==> src/a85_pkg.sv <==
// ----------------------------------------------------------------------------
// a85_pkg: shared types and constants of the ASCII85 stream encoder
// Character codes, reciprocal constants for the base-85 split, queue sizing
// and the structs passed between the front, the converter and the emitter.
// ----------------------------------------------------------------------------
package a85_pkg;

  // Characters
  localparam logic [7:0] CharNl    = 8'd10;
  localparam logic [7:0] CharBase  = 8'd33;   // '!' offset of a digit
  localparam logic [7:0] CharZero  = 8'd122;  // 'z' for an all-zero group
  localparam logic [7:0] CharTilde = 8'd126;  // '~'
  localparam logic [7:0] CharGt    = 8'd62;   // '>'

  localparam logic [7:0] LineLimitReset = 8'd76;

  // Base-85 split: q = (v * RecipMagic) >> RecipShift is exact for 32-bit v
  localparam int unsigned Radix      = 85;
  localparam logic [31:0] RecipMagic = 32'hC0C0C0C1;
  localparam int unsigned RecipShift = 38;
  localparam int unsigned QuoWidth   = 64 - RecipShift;
  localparam int unsigned DigitCount = 5;
  localparam int unsigned DigitWidth = 7;

  // Command queue between front and back
  localparam int unsigned QueueDepth = 4;
  localparam int unsigned QueuePtrW  = $clog2(QueueDepth);
  localparam int unsigned QueueCntW  = $clog2(QueueDepth + 1);

  typedef logic [DigitWidth-1:0] digit_t;

  // One request's worth of output, in emission order:
  // [nl_first] [group chars] [nl_second] ['~' '>' newline if eod]
  typedef struct packed {
    logic        nl_first;
    logic        has_grp;
    logic        is_zero;
    logic [2:0]  ndig;
    logic        nl_second;
    logic        eod;
    logic [31:0] value;
  } cmd_t;

  // Converted command: digits[0] is the most significant digit
  typedef struct packed {
    logic                        nl_first;
    logic                        has_grp;
    logic                        is_zero;
    logic [2:0]                  ndig;
    logic                        nl_second;
    logic                        eod;
    logic [DigitCount-1:0][DigitWidth-1:0] digits;
  } res_t;

endpackage

==> src/a85_if.sv <==
// ----------------------------------------------------------------------------
// a85_if: stream channels of the ASCII85 stream encoder
// Input channel carries raw bytes with flags; output channel carries text.
// ----------------------------------------------------------------------------
interface a85_in_if;
  logic       valid;
  logic       ready;
  logic [7:0] data_byte;
  logic       has_byte;
  logic       end_of_data;

  modport source (output valid, data_byte, has_byte, end_of_data, input ready);
  modport sink   (input valid, data_byte, has_byte, end_of_data, output ready);
endinterface

interface a85_out_if;
  logic       valid;
  logic       ready;
  logic [7:0] out_char;
  logic       last_of_run;

  modport source (output valid, out_char, last_of_run, input ready);
  modport sink   (input valid, out_char, last_of_run, output ready);
endinterface

==> src/a85_front.sv <==
// ----------------------------------------------------------------------------
// a85_front: byte intake and classification
// Packs bytes into groups, tracks the output column and the line limit, and
// pushes one command per request that produces characters.
// ----------------------------------------------------------------------------
module a85_front (
  input  logic           clk_i,
  input  logic           rst_ni,
  a85_in_if.sink         in_i,
  input  logic           cfg_we_i,
  input  logic [7:0]     cfg_wdata_i,
  output logic           cmd_valid_o,
  input  logic           cmd_ready_i,
  output a85_pkg::cmd_t  cmd_o
);

  localparam logic [8:0] ZeroGroupCols = 9'd1;
  localparam logic [8:0] FullGroupCols = 9'd5;

  logic [7:0]  limit_q;
  logic [23:0] pend_q, pend_d;
  logic [1:0]  cnt_q, cnt_d;
  logic [7:0]  col_q, col_d;

  logic        accept;
  logic        full_grp;
  logic [31:0] grp;
  logic        nl_grp;
  logic        nl_end;
  logic [7:0]  col_a, col_b;
  logic [8:0]  col_sum;
  logic [31:0] padded;

  assign in_i.ready = cmd_ready_i;
  assign accept     = in_i.valid && cmd_ready_i;
  assign full_grp   = in_i.has_byte && (cnt_q == 2'd3);
  assign grp        = {pend_q, in_i.data_byte};

  always_comb begin
    pend_d = pend_q;
    cnt_d  = cnt_q;
    if (in_i.has_byte) begin
      if (full_grp) begin
        pend_d = '0;
        cnt_d  = '0;
      end else begin
        pend_d = {pend_q[15:0], in_i.data_byte};
        cnt_d  = cnt_q + 2'd1;
      end
    end

    // Column check before a full group, then saturating advance
    nl_grp  = full_grp && (col_q >= limit_q);
    col_a   = nl_grp ? '0 : col_q;
    col_sum = {1'b0, col_a} + ((grp == '0) ? ZeroGroupCols : FullGroupCols);
    col_b   = full_grp ? (col_sum[8] ? 8'hFF : col_sum[7:0]) : col_q;
    nl_end  = col_b >= limit_q;

    unique case (cnt_d)
      2'd1:    padded = {pend_d[7:0], 24'h0};
      2'd2:    padded = {pend_d[15:0], 16'h0};
      2'd3:    padded = {pend_d, 8'h0};
      default: padded = '0;
    endcase

    cmd_o = '0;
    if (full_grp) begin
      cmd_o.nl_first  = nl_grp;
      cmd_o.has_grp   = 1'b1;
      cmd_o.is_zero   = (grp == '0);
      cmd_o.ndig      = 3'(a85_pkg::DigitCount);
      cmd_o.nl_second = in_i.end_of_data && nl_end;
      cmd_o.eod       = in_i.end_of_data;
      cmd_o.value     = grp;
    end else begin
      cmd_o.nl_first  = nl_end;
      cmd_o.has_grp   = (cnt_d != 2'd0);
      cmd_o.ndig      = {1'b0, cnt_d} + 3'd1;
      cmd_o.eod       = 1'b1;
      cmd_o.value     = padded;
    end

    // End of data clears the partial group and the column
    col_d = col_b;
    if (in_i.end_of_data) begin
      pend_d = '0;
      cnt_d  = '0;
      col_d  = '0;
    end
  end

  assign cmd_valid_o = accept && (full_grp || in_i.end_of_data);

  always_ff @(posedge clk_i or negedge rst_ni) begin
    if (!rst_ni) begin
      limit_q <= a85_pkg::LineLimitReset;
      pend_q  <= '0;
      cnt_q   <= '0;
      col_q   <= '0;
    end else begin
      if (cfg_we_i) begin
        limit_q <= cfg_wdata_i;
      end
      if (accept) begin
        pend_q <= pend_d;
        cnt_q  <= cnt_d;
        col_q  <= col_d;
      end
    end
  end

endmodule

==> src/a85_cmdq.sv <==
// ----------------------------------------------------------------------------
// a85_cmdq: command queue
// Small register FIFO between the front and the converter.
// ----------------------------------------------------------------------------
module a85_cmdq (
  input  logic           clk_i,
  input  logic           rst_ni,
  input  logic           push_valid_i,
  output logic           push_ready_o,
  input  a85_pkg::cmd_t  push_cmd_i,
  output logic           pop_valid_o,
  input  logic           pop_ready_i,
  output a85_pkg::cmd_t  pop_cmd_o
);

  a85_pkg::cmd_t                    mem_q [a85_pkg::QueueDepth];
  logic [a85_pkg::QueuePtrW-1:0]    wr_ptr_q, rd_ptr_q;
  logic [a85_pkg::QueueCntW-1:0]    cnt_q;
  logic                             push, pop;

  localparam logic [a85_pkg::QueuePtrW-1:0] LastPtr = a85_pkg::QueuePtrW'(a85_pkg::QueueDepth - 1);
  localparam logic [a85_pkg::QueueCntW-1:0] FullCnt = a85_pkg::QueueCntW'(a85_pkg::QueueDepth);

  assign push_ready_o = (cnt_q != FullCnt);
  assign pop_valid_o  = (cnt_q != '0);
  assign pop_cmd_o    = mem_q[rd_ptr_q];
  assign push         = push_valid_i && push_ready_o;
  assign pop          = pop_valid_o && pop_ready_i;

  always_ff @(posedge clk_i or negedge rst_ni) begin
    if (!rst_ni) begin
      wr_ptr_q <= '0;
      rd_ptr_q <= '0;
      cnt_q    <= '0;
    end else begin
      if (push) begin
        mem_q[wr_ptr_q] <= push_cmd_i;
        wr_ptr_q        <= (wr_ptr_q == LastPtr) ? '0 : wr_ptr_q + 1'b1;
      end
      if (pop) begin
        rd_ptr_q <= (rd_ptr_q == LastPtr) ? '0 : rd_ptr_q + 1'b1;
      end
      unique case ({push, pop})
        2'b10:   cnt_q <= cnt_q + 1'b1;
        2'b01:   cnt_q <= cnt_q - 1'b1;
        default: cnt_q <= cnt_q;
      endcase
    end
  end

endmodule

==> src/a85_conv.sv <==
// ----------------------------------------------------------------------------
// a85_conv: base-85 converter
// Splits a 32-bit group into five digits, least significant first, with one
// multiply step and one subtract step for each of the four low digits (the
// last quotient is the leading digit), and holds the result for the emitter.
// ----------------------------------------------------------------------------
module a85_conv (
  input  logic           clk_i,
  input  logic           rst_ni,
  input  logic           cmd_valid_i,
  output logic           cmd_ready_o,
  input  a85_pkg::cmd_t  cmd_i,
  output logic           res_valid_o,
  input  logic           res_ready_i,
  output a85_pkg::res_t  res_o
);

  typedef enum logic [1:0] {StIdle, StMul, StSub, StDone} state_e;

  state_e                              state_q;
  a85_pkg::cmd_t                       hdr_q;
  logic [31:0]                         v_q;
  logic [a85_pkg::QuoWidth-1:0]        quo_q, quo_d;
  logic [1:0]                          step_q;
  logic [a85_pkg::DigitCount-1:0][a85_pkg::DigitWidth-1:0] dig_q;

  logic        take;
  logic        needs_dig;
  logic [31:0] mul_in;
  logic [63:0] prod;
  logic [32:0] quo85;
  logic [31:0] diff;
  logic [2:0]  wr_idx;

  assign take        = cmd_valid_i && ((state_q == StIdle) || ((state_q == StDone) && res_ready_i));
  assign cmd_ready_o = take;
  assign needs_dig   = cmd_i.has_grp && !cmd_i.is_zero;

  // Reciprocal multiply; the first step runs on the queue head as it is taken
  assign mul_in = (state_q == StMul) ? v_q : cmd_i.value;
  assign prod   = 64'(mul_in) * 64'(a85_pkg::RecipMagic);
  assign quo_d  = prod[63:a85_pkg::RecipShift];

  // Remainder: v - 85 * q, with 85 = 64 + 16 + 4 + 1
  assign quo85  = 33'({quo_q, 6'b0}) + 33'({quo_q, 4'b0}) + 33'({quo_q, 2'b0}) + 33'(quo_q);
  assign diff   = v_q - quo85[31:0];
  assign wr_idx = 3'(a85_pkg::DigitCount - 1) - {1'b0, step_q};

  always_ff @(posedge clk_i or negedge rst_ni) begin
    if (!rst_ni) begin
      state_q <= StIdle;
      step_q  <= '0;
    end else if (take) begin
      hdr_q <= cmd_i;
      if (needs_dig) begin
        v_q     <= cmd_i.value;
        quo_q   <= quo_d;
        step_q  <= '0;
        state_q <= StSub;
      end else begin
        state_q <= StDone;
      end
    end else begin
      unique case (state_q)
        StIdle: begin
          state_q <= StIdle;
        end
        StMul: begin
          quo_q   <= quo_d;
          state_q <= StSub;
        end
        StSub: begin
          dig_q[wr_idx] <= diff[a85_pkg::DigitWidth-1:0];
          v_q           <= 32'(quo_q);
          if (step_q == 2'd3) begin
            // Last quotient is below 85: it is the leading digit
            dig_q[0] <= quo_q[a85_pkg::DigitWidth-1:0];
            state_q  <= StDone;
          end else begin
            step_q  <= step_q + 2'd1;
            state_q <= StMul;
          end
        end
        StDone: begin
          if (res_ready_i) begin
            state_q <= StIdle;
          end
        end
        default: state_q <= StIdle;
      endcase
    end
  end

  assign res_valid_o     = (state_q == StDone);
  assign res_o.nl_first  = hdr_q.nl_first;
  assign res_o.has_grp   = hdr_q.has_grp;
  assign res_o.is_zero   = hdr_q.is_zero;
  assign res_o.ndig      = hdr_q.ndig;
  assign res_o.nl_second = hdr_q.nl_second;
  assign res_o.eod       = hdr_q.eod;
  assign res_o.digits    = dig_q;

endmodule

==> src/a85_emit.sv <==
// ----------------------------------------------------------------------------
// a85_emit: character emitter
// Walks a slot mask of one converted command and drives one character per
// cycle, while the output is not stalled, through a registered output stage.
// ----------------------------------------------------------------------------
module a85_emit (
  input  logic           clk_i,
  input  logic           rst_ni,
  input  logic           res_valid_i,
  output logic           res_ready_o,
  input  a85_pkg::res_t  res_i,
  a85_out_if.source      out_o
);

  localparam int unsigned SlotCount    = 10;
  localparam int unsigned SlotNlFirst  = 0;
  localparam int unsigned SlotDigit0   = 1;
  localparam int unsigned SlotNlSecond = 6;
  localparam int unsigned SlotTilde    = 7;
  localparam int unsigned SlotGt       = 8;
  localparam int unsigned SlotEndNl    = 9;

  logic [SlotCount-1:0] mask_q, mask_d, mask_after, new_mask, low;
  logic [a85_pkg::DigitCount-1:0][a85_pkg::DigitWidth-1:0] dig_q;
  logic                 zero_q;
  logic                 ovalid_q;
  logic [7:0]           ochar_q, sel_char;
  logic                 olast_q, sel_last;
  logic                 out_load, res_take;

  always_comb begin
    new_mask = '0;
    new_mask[SlotNlFirst]  = res_i.nl_first;
    for (int k = 0; k < a85_pkg::DigitCount; k++) begin
      new_mask[SlotDigit0 + k] = res_i.has_grp &&
                                 (res_i.is_zero ? (k == 0) : (res_i.ndig > 3'(k)));
    end
    new_mask[SlotNlSecond] = res_i.nl_second;
    new_mask[SlotTilde]    = res_i.eod;
    new_mask[SlotGt]       = res_i.eod;
    new_mask[SlotEndNl]    = res_i.eod;
  end

  // Lowest pending slot goes out next
  assign low      = mask_q & (~mask_q + 1'b1);
  assign sel_last = ((mask_q & (mask_q - 1'b1)) == '0);

  always_comb begin
    sel_char = '0;
    if (low[SlotNlFirst] || low[SlotNlSecond] || low[SlotEndNl]) begin
      sel_char = a85_pkg::CharNl;
    end
    if (low[SlotTilde]) begin
      sel_char = a85_pkg::CharTilde;
    end
    if (low[SlotGt]) begin
      sel_char = a85_pkg::CharGt;
    end
    for (int k = 0; k < a85_pkg::DigitCount; k++) begin
      if (low[SlotDigit0 + k]) begin
        sel_char = zero_q ? a85_pkg::CharZero : 8'(dig_q[k]) + a85_pkg::CharBase;
      end
    end
  end

  assign out_load    = (mask_q != '0) && (!ovalid_q || out_o.ready);
  assign mask_after  = out_load ? (mask_q & ~low) : mask_q;
  assign res_ready_o = (mask_after == '0);
  assign res_take    = res_valid_i && res_ready_o;
  assign mask_d      = res_take ? new_mask : mask_after;

  always_ff @(posedge clk_i or negedge rst_ni) begin
    if (!rst_ni) begin
      mask_q   <= '0;
      ovalid_q <= 1'b0;
    end else begin
      mask_q <= mask_d;
      if (res_take) begin
        dig_q  <= res_i.digits;
        zero_q <= res_i.is_zero;
      end
      if (out_load) begin
        ovalid_q <= 1'b1;
        ochar_q  <= sel_char;
        olast_q  <= sel_last;
      end else if (out_o.ready) begin
        ovalid_q <= 1'b0;
      end
    end
  end

  assign out_o.valid       = ovalid_q;
  assign out_o.out_char    = ochar_q;
  assign out_o.last_of_run = olast_q;

endmodule

==> src/ascii85_stream_encoder.sv <==
// Throughput: one input request per cycle while the 4-entry command queue has
//   room; the base-85 converter runs 4 multiply and subtract steps per non-zero
//   group and takes a new group only once its result has gone to the emitter;
//   output is one character per cycle while the output side is ready.
//   Reset (rst_ni low, async) empties all stages.
// ----------------------------------------------------------------------------
// ascii85_stream_encoder: ASCII85 text encoder for a byte stream
// Front packs bytes and tracks the column, a command queue decouples it from
// the converter; the emitter drives one character per cycle unless stalled.
// ----------------------------------------------------------------------------
module ascii85_stream_encoder (
  input  logic        clk_i,
  input  logic        rst_ni,
  a85_in_if.sink      in_i,
  a85_out_if.source   out_o,
  input  logic        cfg_we_i,
  input  logic [7:0]  cfg_wdata_i
);

  // Front to queue: one command per request that produces characters
  logic          fq_valid, fq_ready;
  a85_pkg::cmd_t fq_cmd;

  // Queue to converter
  logic          qc_valid, qc_ready;
  a85_pkg::cmd_t qc_cmd;

  // Converter to emitter: digits ready, most significant first
  logic          ce_valid, ce_ready;
  a85_pkg::res_t ce_res;

  // Accept bytes, hold the partial group and the column, apply the line limit
  a85_front u_front (
    .clk_i       (clk_i),
    .rst_ni      (rst_ni),
    .in_i        (in_i),
    .cfg_we_i    (cfg_we_i),
    .cfg_wdata_i (cfg_wdata_i),
    .cmd_valid_o (fq_valid),
    .cmd_ready_i (fq_ready),
    .cmd_o       (fq_cmd)
  );

  // Buffer commands so the front keeps taking bytes during a conversion
  a85_cmdq u_cmdq (
    .clk_i        (clk_i),
    .rst_ni       (rst_ni),
    .push_valid_i (fq_valid),
    .push_ready_o (fq_ready),
    .push_cmd_i   (fq_cmd),
    .pop_valid_o  (qc_valid),
    .pop_ready_i  (qc_ready),
    .pop_cmd_o    (qc_cmd)
  );

  // Split each group into base-85 digits; overlaps with the emitter
  a85_conv u_conv (
    .clk_i       (clk_i),
    .rst_ni      (rst_ni),
    .cmd_valid_i (qc_valid),
    .cmd_ready_o (qc_ready),
    .cmd_i       (qc_cmd),
    .res_valid_o (ce_valid),
    .res_ready_i (ce_ready),
    .res_o       (ce_res)
  );

  // Serialize newlines, digits or 'z', and the end sequence
  a85_emit u_emit (
    .clk_i       (clk_i),
    .rst_ni      (rst_ni),
    .res_valid_i (ce_valid),
    .res_ready_o (ce_ready),
    .res_i       (ce_res),
    .out_o       (out_o)
  );

endmodule
==> src/flat_wrapper.sv <==
// flat-port wrapper written by rule: the top's interface ports become plain ports
module ascii85_stream_encoder_flat 
  (clk_i, rst_ni, cfg_we_i, cfg_wdata_i, in_i_valid, in_i_data_byte, in_i_has_byte, in_i_end_of_data, in_i_ready, out_o_valid, out_o_out_char, out_o_last_of_run, out_o_ready);
  a85_in_if in_i_i ();
  a85_out_if out_o_i ();
  input  logic clk_i;
  input  logic rst_ni;
  input  logic cfg_we_i;
  input  logic [7:0] cfg_wdata_i;
  input wire logic [$bits(in_i_i.valid)-1:0] in_i_valid;
  input wire logic [$bits(in_i_i.data_byte)-1:0] in_i_data_byte;
  input wire logic [$bits(in_i_i.has_byte)-1:0] in_i_has_byte;
  input wire logic [$bits(in_i_i.end_of_data)-1:0] in_i_end_of_data;
  output wire logic [$bits(in_i_i.ready)-1:0] in_i_ready;
  output wire logic [$bits(out_o_i.valid)-1:0] out_o_valid;
  output wire logic [$bits(out_o_i.out_char)-1:0] out_o_out_char;
  output wire logic [$bits(out_o_i.last_of_run)-1:0] out_o_last_of_run;
  input wire logic [$bits(out_o_i.ready)-1:0] out_o_ready;
  assign in_i_i.valid = in_i_valid;
  assign in_i_i.data_byte = in_i_data_byte;
  assign in_i_i.has_byte = in_i_has_byte;
  assign in_i_i.end_of_data = in_i_end_of_data;
  assign in_i_ready = in_i_i.ready;
  assign out_o_valid = out_o_i.valid;
  assign out_o_out_char = out_o_i.out_char;
  assign out_o_last_of_run = out_o_i.last_of_run;
  assign out_o_i.ready = out_o_ready;
  ascii85_stream_encoder u_core (.clk_i(clk_i), .rst_ni(rst_ni), .in_i(in_i_i), .out_o(out_o_i), .cfg_we_i(cfg_we_i), .cfg_wdata_i(cfg_wdata_i));
endmodule
==> config.mk <==
export PLATFORM = sky130hd
export DESIGN_NAME = ascii85_stream_encoder_flat
export DESIGN_NICKNAME = d
export VERILOG_FILES = /design/src/a85_pkg.sv /design/src/a85_if.sv /design/src/a85_front.sv /design/src/a85_cmdq.sv /design/src/a85_conv.sv /design/src/a85_emit.sv /design/src/ascii85_stream_encoder.sv /design/src/flat_wrapper.sv
export SDC_FILE = /design/constraint.sdc
export NUM_CORES = 1
export LEC_CHECK = 0
export BUFFER_PORTS_ARGS = -buffer_cell sky130_fd_sc_hd__buf_2
export CORE_UTILIZATION = 65
export CTS_BUF_LIST = sky130_fd_sc_hd__clkbuf_4 sky130_fd_sc_hd__clkbuf_8
export DETAILED_ROUTE_END_ITERATION = 10
export PLACE_DENSITY = 0.82
export SLEW_MARGIN = 20
export SYNTH_ARGS = -nofsm -noshare
export SYNTH_HDL_FRONTEND = slang
export SYNTH_SLANG_ARGS = --single-unit
==> constraint.sdc <==
create_clock -name clk_i -period 15.4 [get_ports clk_i]
set_clock_uncertainty 0.2 [all_clocks]
set_input_delay 0.77 -clock clk_i [delete_from_list [all_inputs] [get_ports clk_i]]
set_output_delay 0.77 -clock clk_i [all_outputs]
set_load 0.005 [all_outputs]
* Word-level counts from Yosys, hierarchy flattened
Memory sizes are Yosys's and may differ from the RTL's.
Index checks and enable logic that the tools add are counted.
** Storage, ports and cells
- Memories :: 1
- Logic and storage cells :: 192
- ROM bits :: 0
- Bits in latches :: 0
- Output and inout bits :: 11
- Input port bits :: 23
- Register bits after elaboration :: 210
- Memory bits (writable) :: 160
** Memories
- u_core.u_cmdq.mem_q :: depth 4, width 40, read ports 1, clocked after Yosys merged registers in 0, wr ports 1, RTL line a85_cmdq.sv:16 : a85_pkg::cmd_t mem_q [a85_pkg::QueueDepth];
** Cells by class
- Div/mod/pow operators :: 0
- Bitwise operators :: 6
- Reductions and logical operators :: 43
- Shift-type cells :: 0
- Add/sub/neg operators :: 20
- $mul :: 1
- Magnitude comparators :: 9
- Multiplexer cells :: 64
- Equality and inequality tests :: 16
** Operators by type and width (count)
- 2-to-1 mux 32 bit :: 4
- 2-to-1 mux 8 bit :: 16
- case mux 32 bit (3 select lines) :: 1
- 2-to-1 mux 26 bit :: 3
- 2-to-1 mux 24 bit :: 3
- multiplier 32 x 32 -> 64 bit, second input constant :: 1
- adder 7 x 6 -> 8 bit, second input constant :: 5
- bitwise mux 35 bit :: 1
- 2-to-1 mux 33 bit :: 1
- zero test 32 bit :: 1
- AND 10 bit :: 3
- 2-to-1 mux 2 bit :: 13
- adder 7 bit :: 3
- demux 7 bit (select 3 bit) :: 1
- zero test 10 bit :: 2
- 2-to-1 mux 10 bit :: 2
- inverter 10 bit :: 2
- == test 2 bit, second input constant :: 9
- logical AND 1 bit :: 18
- >= comparator 8 bit :: 2
- 2-to-1 mux 7 bit :: 2
- 2-to-1 mux 1 bit :: 12
- AND reduction 3 bit :: 4
- adder 10 x 1 -> 10 bit, second input constant :: 1
- 29 further kinds :: 49

* Depth between registers and ports, before layout
Gate-level depths: netlist of the first run.
- Depth in word-level cells :: 13
- Gate-level depth with buffers :: 30
- Depth with buffers taken out :: 28

* By module
A second synthesis of the first run with hierarchy kept.
** Unflattened totals
- Cell total of the unflattened synthesis :: 2293
- Area, all modules :: 27117.3 um^2
** By module, submodules not included
- a85_conv :: instances 1, seq. area each 3133.0 um^2, cells each 1362, area an instance 14564.0 um^2
- a85_cmdq :: instances 1, seq. area each 4979.8 um^2, cells each 251, area an instance 6217.2 um^2
- a85_front :: instances 1, seq. area each 1054.8 um^2, cells each 412, area an instance 3345.7 um^2
- a85_emit :: instances 1, seq. area each 1626.6 um^2, cells each 268, area an instance 2990.4 um^2

* Worst setup path after synthesis of the first run
No wires, ideal clock.
- Path type :: flip-flop to flip-flop
- From :: register u_core.u_cmdq.rd_ptr_q[0] in the netlist's numbering
- To :: register u_core.u_conv.quo_q[24] in the netlist's numbering (data pin)
- Library setup time :: 264 ps
- Cell stages (with the launch flop) :: 29
- Arrival time :: 7790 ps
- Path slack :: 7146 ps
- Period minus slack after synthesis :: 8254 ps
- Buffers on the path :: 3
- Data required time :: 14936 ps
- Cells stage by stage :: dfrtp_1 buf_2 buf_1 buf_2 mux4_2 nand2_1 o21ai_0 ha_1 ha_1 inv_1 fa_1 inv_1 fa_1 inv_1 fa_1 fa_1 fa_1 inv_1 ha_1 ha_1 a21oi_1 o21ai_0 a221o_1 a31o_2 a21o_1 o21ai_2 a21oi_1 a221oi_1 xnor2_1
** On the way
- Longest elaborated chain between the ends :: 5
- Elaborated cells on any way between the ends :: 6
- Those cells by class :: mul (1); mux (4); memory (1)
** Ends and longest elaborated chain
- from (decl) :: RTL line a85_cmdq.sv:17 : logic [a85_pkg::QueuePtrW-1:0] wr_ptr_q, rd_ptr_q;
- from (signal assigned) :: RTL line a85_cmdq.sv:41 : rd_ptr_q <= (rd_ptr_q == LastPtr) ? '0 : rd_ptr_q + 1'b1;
- memory (4 x 40 bit) (*)
- 2-to-1 mux 32 bit (*) :: RTL line a85_conv.sv:40 : assign mul_in = (state_q == StMul) ? v_q : cmd_i.value;
- multiplier 32 x 32 -> 64 bit (*) :: RTL line a85_conv.sv:41 : assign prod = 64'(mul_in) * 64'(a85_pkg::RecipMagic);
- named net u_core.u_conv.prod[62] :: RTL line a85_conv.sv:30 : logic [63:0] prod;
- 2-to-1 mux 26 bit, on equally long branches :: RTL line a85_conv.sv:64, a85_conv.sv:55
- 2-to-1 mux 26 bit (*) :: RTL line a85_conv.sv:53 : end else if (take) begin
- to (signal assigned) :: RTL line a85_conv.sv:57 : quo_q <= quo_d;
- to (signal assigned) :: RTL line a85_conv.sv:69 : quo_q <= quo_d;
- to (decl) :: RTL line a85_conv.sv:23 : logic [a85_pkg::QuoWidth-1:0] quo_q, quo_d;
Mark *: on every way through the listed nets, which the timed path passes. The rest lies on a longest branch. The select of a mux whose other input is x is not followed.
A chain may end at the register's enable or synchronous reset.

* Final worst setup path of the first run
- From :: register u_core.u_conv.state_q[1]
- To :: register u_core.u_conv.quo_q[16] in the netlist's numbering (data pin)
** On the way
- Longest elaborated chain between the ends :: 5
- Elaborated cells on any way between the ends :: 11
- Those cells by class :: mul (1); eq/ne (2); mux (4); reduce/logical (4)
** Ends and longest elaborated chain
- from (decl) :: RTL line a85_conv.sv:20 : state_e state_q;
- from (signal assigned) :: RTL line a85_conv.sv:51 : state_q <= StIdle;
- from (signal assigned) :: RTL line a85_conv.sv:59 : state_q <= StSub;
- from (signal assigned) :: RTL line a85_conv.sv:61 : state_q <= StDone;
- == test 2 x 1 -> 1 bit (*) :: RTL line a85_conv.sv:40
- 2-to-1 mux 32 bit (*) :: RTL line a85_conv.sv:40
- multiplier 32 x 32 -> 64 bit (*) :: RTL line a85_conv.sv:41
- named net u_core.u_conv.prod[54] :: RTL line a85_conv.sv:30
- 2-to-1 mux 26 bit, on equally long branches :: RTL line a85_conv.sv:64, a85_conv.sv:55
- 2-to-1 mux 26 bit (*) :: RTL line a85_conv.sv:53
Marked as above.

==> results.yml, run 1 <==
worst_hold_path:
  hp-class: "primary input to flip-flop"
cts:
  cts_resized: 0
  clock-sinks: 370
  cts_made_buffers: 60
  post-cts-setup-buffers: 0
  clock_tree.buffer_depth: 3
  cts-root-buf: "clkbuf_8"
  clk_latency_ps: 660
  cts_tree: "done"
  htreeDepth: 2
  clk_pin_slew_ps: 70
routing:
  wl_per_cell_um: 20.8
  firstDrtPassIters: 5
  drtIter0Drc: 1624
  vias: 18600
  routed_via_density: 6.07
  drc: 0
  ant_nets: 0
  drt_wl_total_um: 63900
floorplanning:
  die_y_um: 208
  fp.dieW_um: 208
  initial_core_util_pct: 66.6
  pin_count: 34
  core_sq_um: 41300
  die_area_sq_um: 43100
  rows: 74
synth:
  synth.distinct_cells: 78
  ys_ff_latch: 370
  ys_seq_area_share_pct: 39.2
  syn_inst: 2452
  synth_top_area_share_pct: 33.4
  syn-cell-area_sq_um: 27500
  synth.top_cells.by_count: "inv_1 (390), ha_1 (371), edfxtp_1 (306)"
  avgSynthCellArea_sq_um: 11.2
  synth_edf_count: 306
  synth_top_flop_cell: "edfxtp_1"
  synth_area_leaders: "edfxtp_1 (33%), ha_1 (17%), fa_1 (13%), dfrtp_1 (5.5%), inv_1 (5.3%)"
  synth_top_area_cell: "edfxtp_1"
  ys_warn_count: 0
  synthesis.nets: 3018
  yosysMostFrequentCell: "inv_1"
  synth-async-reset-ratio_pct: 17.3
sta:
  fin_crit_ps: 9400
  finalSetupTns_ps: 0
  hold_violations: 0
  max_slew_margin_pct: 17.7
  finalHoldWorstSlack_ps: 119
  period_share_pct: 61.1
  max_freq_mhz: 106
  drv_slew: 0
  grt_setup_unrepaired: "false"
  setup_violations: 0
  worst_pin_slew_ps: 1230
placement:
  portBuffers: 33
  place.gp.congestion: 1.01
  place_hpwl_um: 50300
layout:
  insertedDiodeCount: 0
  drive_above_1_share_pct: 8.74
  nNetsFinal: 3058
  fillers: 2859
  areaGrowthSynthToFinish_pct: 7.36
run_status:
  outcome: "complete, no violations"
job:
  cap_violations: 0
global_routing:
  gr-usage-all-layers_pct: 30.6
  grt_pass1_vias: 19000
  grt_pass1_wl_um: 103000
  grt.overflow.total: 0
  antenna_found_initial: 0
  grt_max_degree: 68
setup_path:
  crit_fanout: 36
  worstPathRequired_ps: 15570
  crit_type: "flip-flop to flip-flop"
  end_kind: "flip-flop"
  start_kind: "flip-flop"
  cp.arrival_ps: 9580
==> through the flow <==
stage | setup slack, ps | cells | area [sq um] | utilization, %
after floorplan | 7150 | 2452 | 27500 | -
after global placement | 6380 | 2961 | 28200 | 68.3
after detailed placement | 6170 | 2961 | 28200 | 68.3
after CTS | 6110 | 3073 | 29500 | 71.5
after global routing | 5390 | 3073 | 29500 | 71.5
final | 6000 | 3073 | 29500 | 71.5
==> cell type report <==
class	instances	area, sq um	share of cell area (%)
Clock buffer	80	995	3.37
Tap cell	532	666	2.25
Timing Repair Buffer	45	258	0.873
Multi-Input combinational cell	1623	15000	50.8
Inverter	392	1470	4.98
Clock inverter	31	332	1.12
Sequential cell	370	10800	36.6
==> worst paths after layout <==
check | from | endpoint | slack [ps] | depth (start not counted)
hold reg to reg | u_core.u_conv.res_o[25] | u_core.u_emit.dig_q[25] | 210 | 0
setup / recovery | u_core.u_conv.state_q[1] | u_core.u_conv.quo_q[16] | 6000 | 26
hold / removal | cfg_wdata_i[4] | u_core.u_front.limit_q[4] | 120 | 3
setup reg to reg | u_core.u_conv.state_q[1] | u_core.u_conv.quo_q[16] | 6000 | 26
min in group asynchronous | rst_ni | u_core.u_cmdq.wr_ptr_q[1] | 490 | 2
max in group asynchronous | rst_ni | u_core.u_front.pend_q[10] | 13460 | 3
==> state kept, by name (all words and copies together), names as in the netlist, 8 cells and up <==
name	count
u_core.u_cmdq.mem_q	160
u_core.u_conv.res_o	43
u_core.u_emit.dig_q	35
u_core.u_conv.v_q	32
u_core.u_conv.quo_q	26
u_core.u_front.pend_q	24
u_core.u_emit.mask_q	10
u_core.u_emit.out_o.out_char	8
u_core.u_front.col_q	8
u_core.u_front.limit_q	8
==> placed cells by master (no fill, tap or decap), types with 11 or more instances in the layout <==
cell,netlist,layout
inv_1,390,390
ha_1,371,371
edfxtp_1,306,306
nand2_1,288,288
fa_1,172,172
a21oi_1,91,89
o21ai_0,85,85
nor2_1,70,70
clkbuf_8,0,63
dfrtp_1,61,60
a21o_1,48,48
xnor2_1,45,45
and2_1,44,44
mux4_2,40,40
buf_2,7,33
nand3_1,29,29
xor2_1,27,27
a22o_1,25,25
nand4_1,22,22
o22ai_1,22,22
nand2b_1,20,20
nor2b_1,18,18
and3_1,22,18
clkbuf_4,0,17
nor4_1,14,14
o31ai_1,14,14
a31oi_1,12,12
a211oi_1,12,12
buf_4,0,11
==> routing by layer <==
metal / vias to the layer above / wire [um] / global-route usage [%]
met5: - / 0 / 0
met4: 0 / 2560 / 12.3
met3: 136 / 3850 / 4.43
met2: 707 / 29200 / 47.8
met1: 9178 / 28200 / 43.7
li1: 8625 / - / -
==> worst max-delay path, cell delays in order (launching register included) <==
cell	delay, ps
dfrtp_1	410
inv_1	90
ha_1	140
buf_4	310
clkinv_1	850
o21ai_0	610
ha_1	340
ha_1	320
inv_1	60
fa_1	500
inv_1	50
fa_1	540
inv_1	70
fa_1	500
fa_1	510
fa_1	540
inv_1	40
ha_1	290
ha_1	360
nand2_1	110
or3_1	410
a211oi_1	210
o22ai_1	230
o41ai_1	750
a221oi_1	270
o21ai_0	280
xor2_1	100
==> logic make-up after synthesis <==
logic type / Yosys count / share of synthesized area [%]
flip-flops: 370 / 39.2
buffers and inverters: 459 / 6.32
multiplexers: 47 / 3.55
adder cells (fa/ha/maj): 545 / 29.5
AND/OR/NAND/NOR: 561 / 9.51
XOR/XNOR: 72 / 2.29
AO/OA/AOI/OAI: 398 / 9.62
==> timing repair <==
action,4_1_cts,5_1_grt
hold buffers,1,0
endpoints found under the hold margin,22,0
endpoints found under the setup margin,0,0
Power of run 1 is left out: the tool's default activity adds up to more than one toggle a clock period on the data nets, which glitch-free logic cannot reach.
==> run 2: changes to the inputs <==
==> constraint.sdc (replaced) <==
create_clock -name clk_i -period 8.85 [get_ports clk_i]
set_clock_uncertainty 0.2 [all_clocks]
set_input_delay 0.4425 -clock clk_i [delete_from_list [all_inputs] [get_ports clk_i]]
set_output_delay 0.4425 -clock clk_i [all_outputs]
set_load 0.005 [all_outputs]
==> results.yml, run 2 (synthesis gave the netlist of run 1 again) <==
sta:
  worst_pin_slew_ps: 1120
  drv_slew: 0
  max_slew_margin_pct: 24.8
  setup_slack_ps: 436
  max_freq_mhz: 119
  grt_setup_unrepaired: "false"
  hold_violations: 0
  period_share_pct: 95.1
  finalSetupTns_ps: 0
  setup_violations: 0
  fin_crit_ps: 8410
cts:
  cts_tree: "done"
  post-cts-setup-buffers: 0
  cts_made_buffers: 58
  cts-root-buf: "clkbuf_8"
  clk_latency_ps: 670
  clk_pin_slew_ps: 60
  clock_tree.buffer_depth: 3
  htreeDepth: 2
  clock-sinks: 370
job:
  cap_violations: 0
routing:
  vias: 18900
  drtIter0Drc: 1603
  ant_nets: 0
  firstDrtPassIters: 5
  drt_wl_total_um: 65700
  drc: 0
  wl_per_cell_um: 21.1
  routed_via_density: 6.05
global_routing:
  grt_max_degree: 68
  grt_pass1_vias: 19300
  antenna_found_initial: 0
  grt_pass1_wl_um: 105000
  grt.overflow.total: 0
  gr-usage-all-layers_pct: 31.5
placement:
  place.gp.congestion: 1.03
  portBuffers: 33
  dp_slack_ps: 280
  place_hpwl_um: 50600
layout:
  top_register: "u_core.u_cmdq.mem_q"
  largest_reg_flops: 160
  postLayoutCoreUtil_pct: 72.6
  final_common_cell: "inv_1"
  fillers: 2792
  insertedDiodeCount: 0
  nNetsFinal: 3103
  layout_common_cells: "inv_1 (390), ha_1 (371), edfxtp_1 (306), nand2_1 (288), fa_1 (172)"
  drive_above_1_share_pct: 9.13
  areaGrowthSynthToFinish_pct: 9.00
floorplanning:
  core_sq_um: 41300
  fp.dieW_um: 208
  die_y_um: 208
  die_area_sq_um: 43100
  initial_core_util_pct: 66.6
  rows: 74
  pin_count: 34
setup_path:
  end_kind: "flip-flop"
  crit_fanout: 21
  cp.arrival_ps: 8620
  crit_type: "flip-flop to flip-flop"
  worstPathRequired_ps: 9060
  start_kind: "flip-flop"
run_status:
  outcome: "complete, no violations"
worst_hold_path:
  hp-class: "primary input to flip-flop"
==> run 2: worst max-delay path: stages (launching register included) <==
cell and delay (ps):
dfrtp_4 620, buf_12 260, mux4_2 550, nand2_1 80, and2_1 330, inv_1 180, ha_1 340, ha_1 300
ha_1 310, ha_1 350, inv_1 150, fa_1 520, fa_1 490, inv_1 60, fa_1 480, ha_1 310
ha_1 370, a21oi_1 230, o21ai_0 120, a221o_1 350, a31o_2 250, a21o_1 240, o21ai_4 310, o21ai_1 250
o311ai_1 450
==> run 2: metrics by stage <==
stage | cell area, sq um | cells | hold WS, ps
2_1_floorplan | 27500 | 2452 | -53.1
3_3_place_gp | 28300 | 2974 | 201
3_5_place_dp | 28300 | 2974 | 205
4_1_cts | 29900 | 3115 | 9.31
5_1_grt | 30000 | 3117 | 40.0
6_report | 30000 | 3117 | 72.8
==> run 2: metal layers <==
metal / up-vias / GRT usage (%) / share of wire [%]
li1: 8715 / - / -
met1: 9286 / 43.5 / 43
met2: 732 / 51.1 / 47
met3: 134 / 5.36 / 7.1
met4: 0 / 10.4 / 3.5
met5: - / 0 / 0
==> run 2: cell type report <==
class	instances	area (sq um)	area share, %
clock buffer	82	997	3.33
sequential	370	10800	36.0
inverter	392	1470	4.91
tap	532	666	2.22
multi-input combinational	1623	15000	50.1
clock inverter	26	269	0.897
timing repair buffer	92	748	2.50
==> run 2: worst paths after layout <==
check | cells past startpoint | slack, ps | endpoint | from
setup / recovery | 24 | 440 | u_core.u_conv.quo_q[22] | u_core.u_cmdq.rd_ptr_q[0]
hold / removal | 2 | 70 | u_core.u_front.cnt_q[1] | in_i_end_of_data
setup reg to reg | 24 | 440 | u_core.u_conv.quo_q[22] | u_core.u_cmdq.rd_ptr_q[0]
hold reg to reg | 0 | 210 | u_core.u_emit.dig_q[9] | u_core.u_conv.res_o[9]
max in group asynchronous | 3 | 7270 | u_core.u_cmdq.rd_ptr_q[0] | rst_ni
min in group asynchronous | 2 | 130 | u_core.u_cmdq.wr_ptr_q[1] | rst_ni
==> run 2: timing repair <==
action,4_1_cts,5_1_grt
resized for setup,0,5
hold buffers,33,0
hold endpoints to repair,38,0
setup endpoints to repair,0,10
Power of run 2 is left out for the same reason.
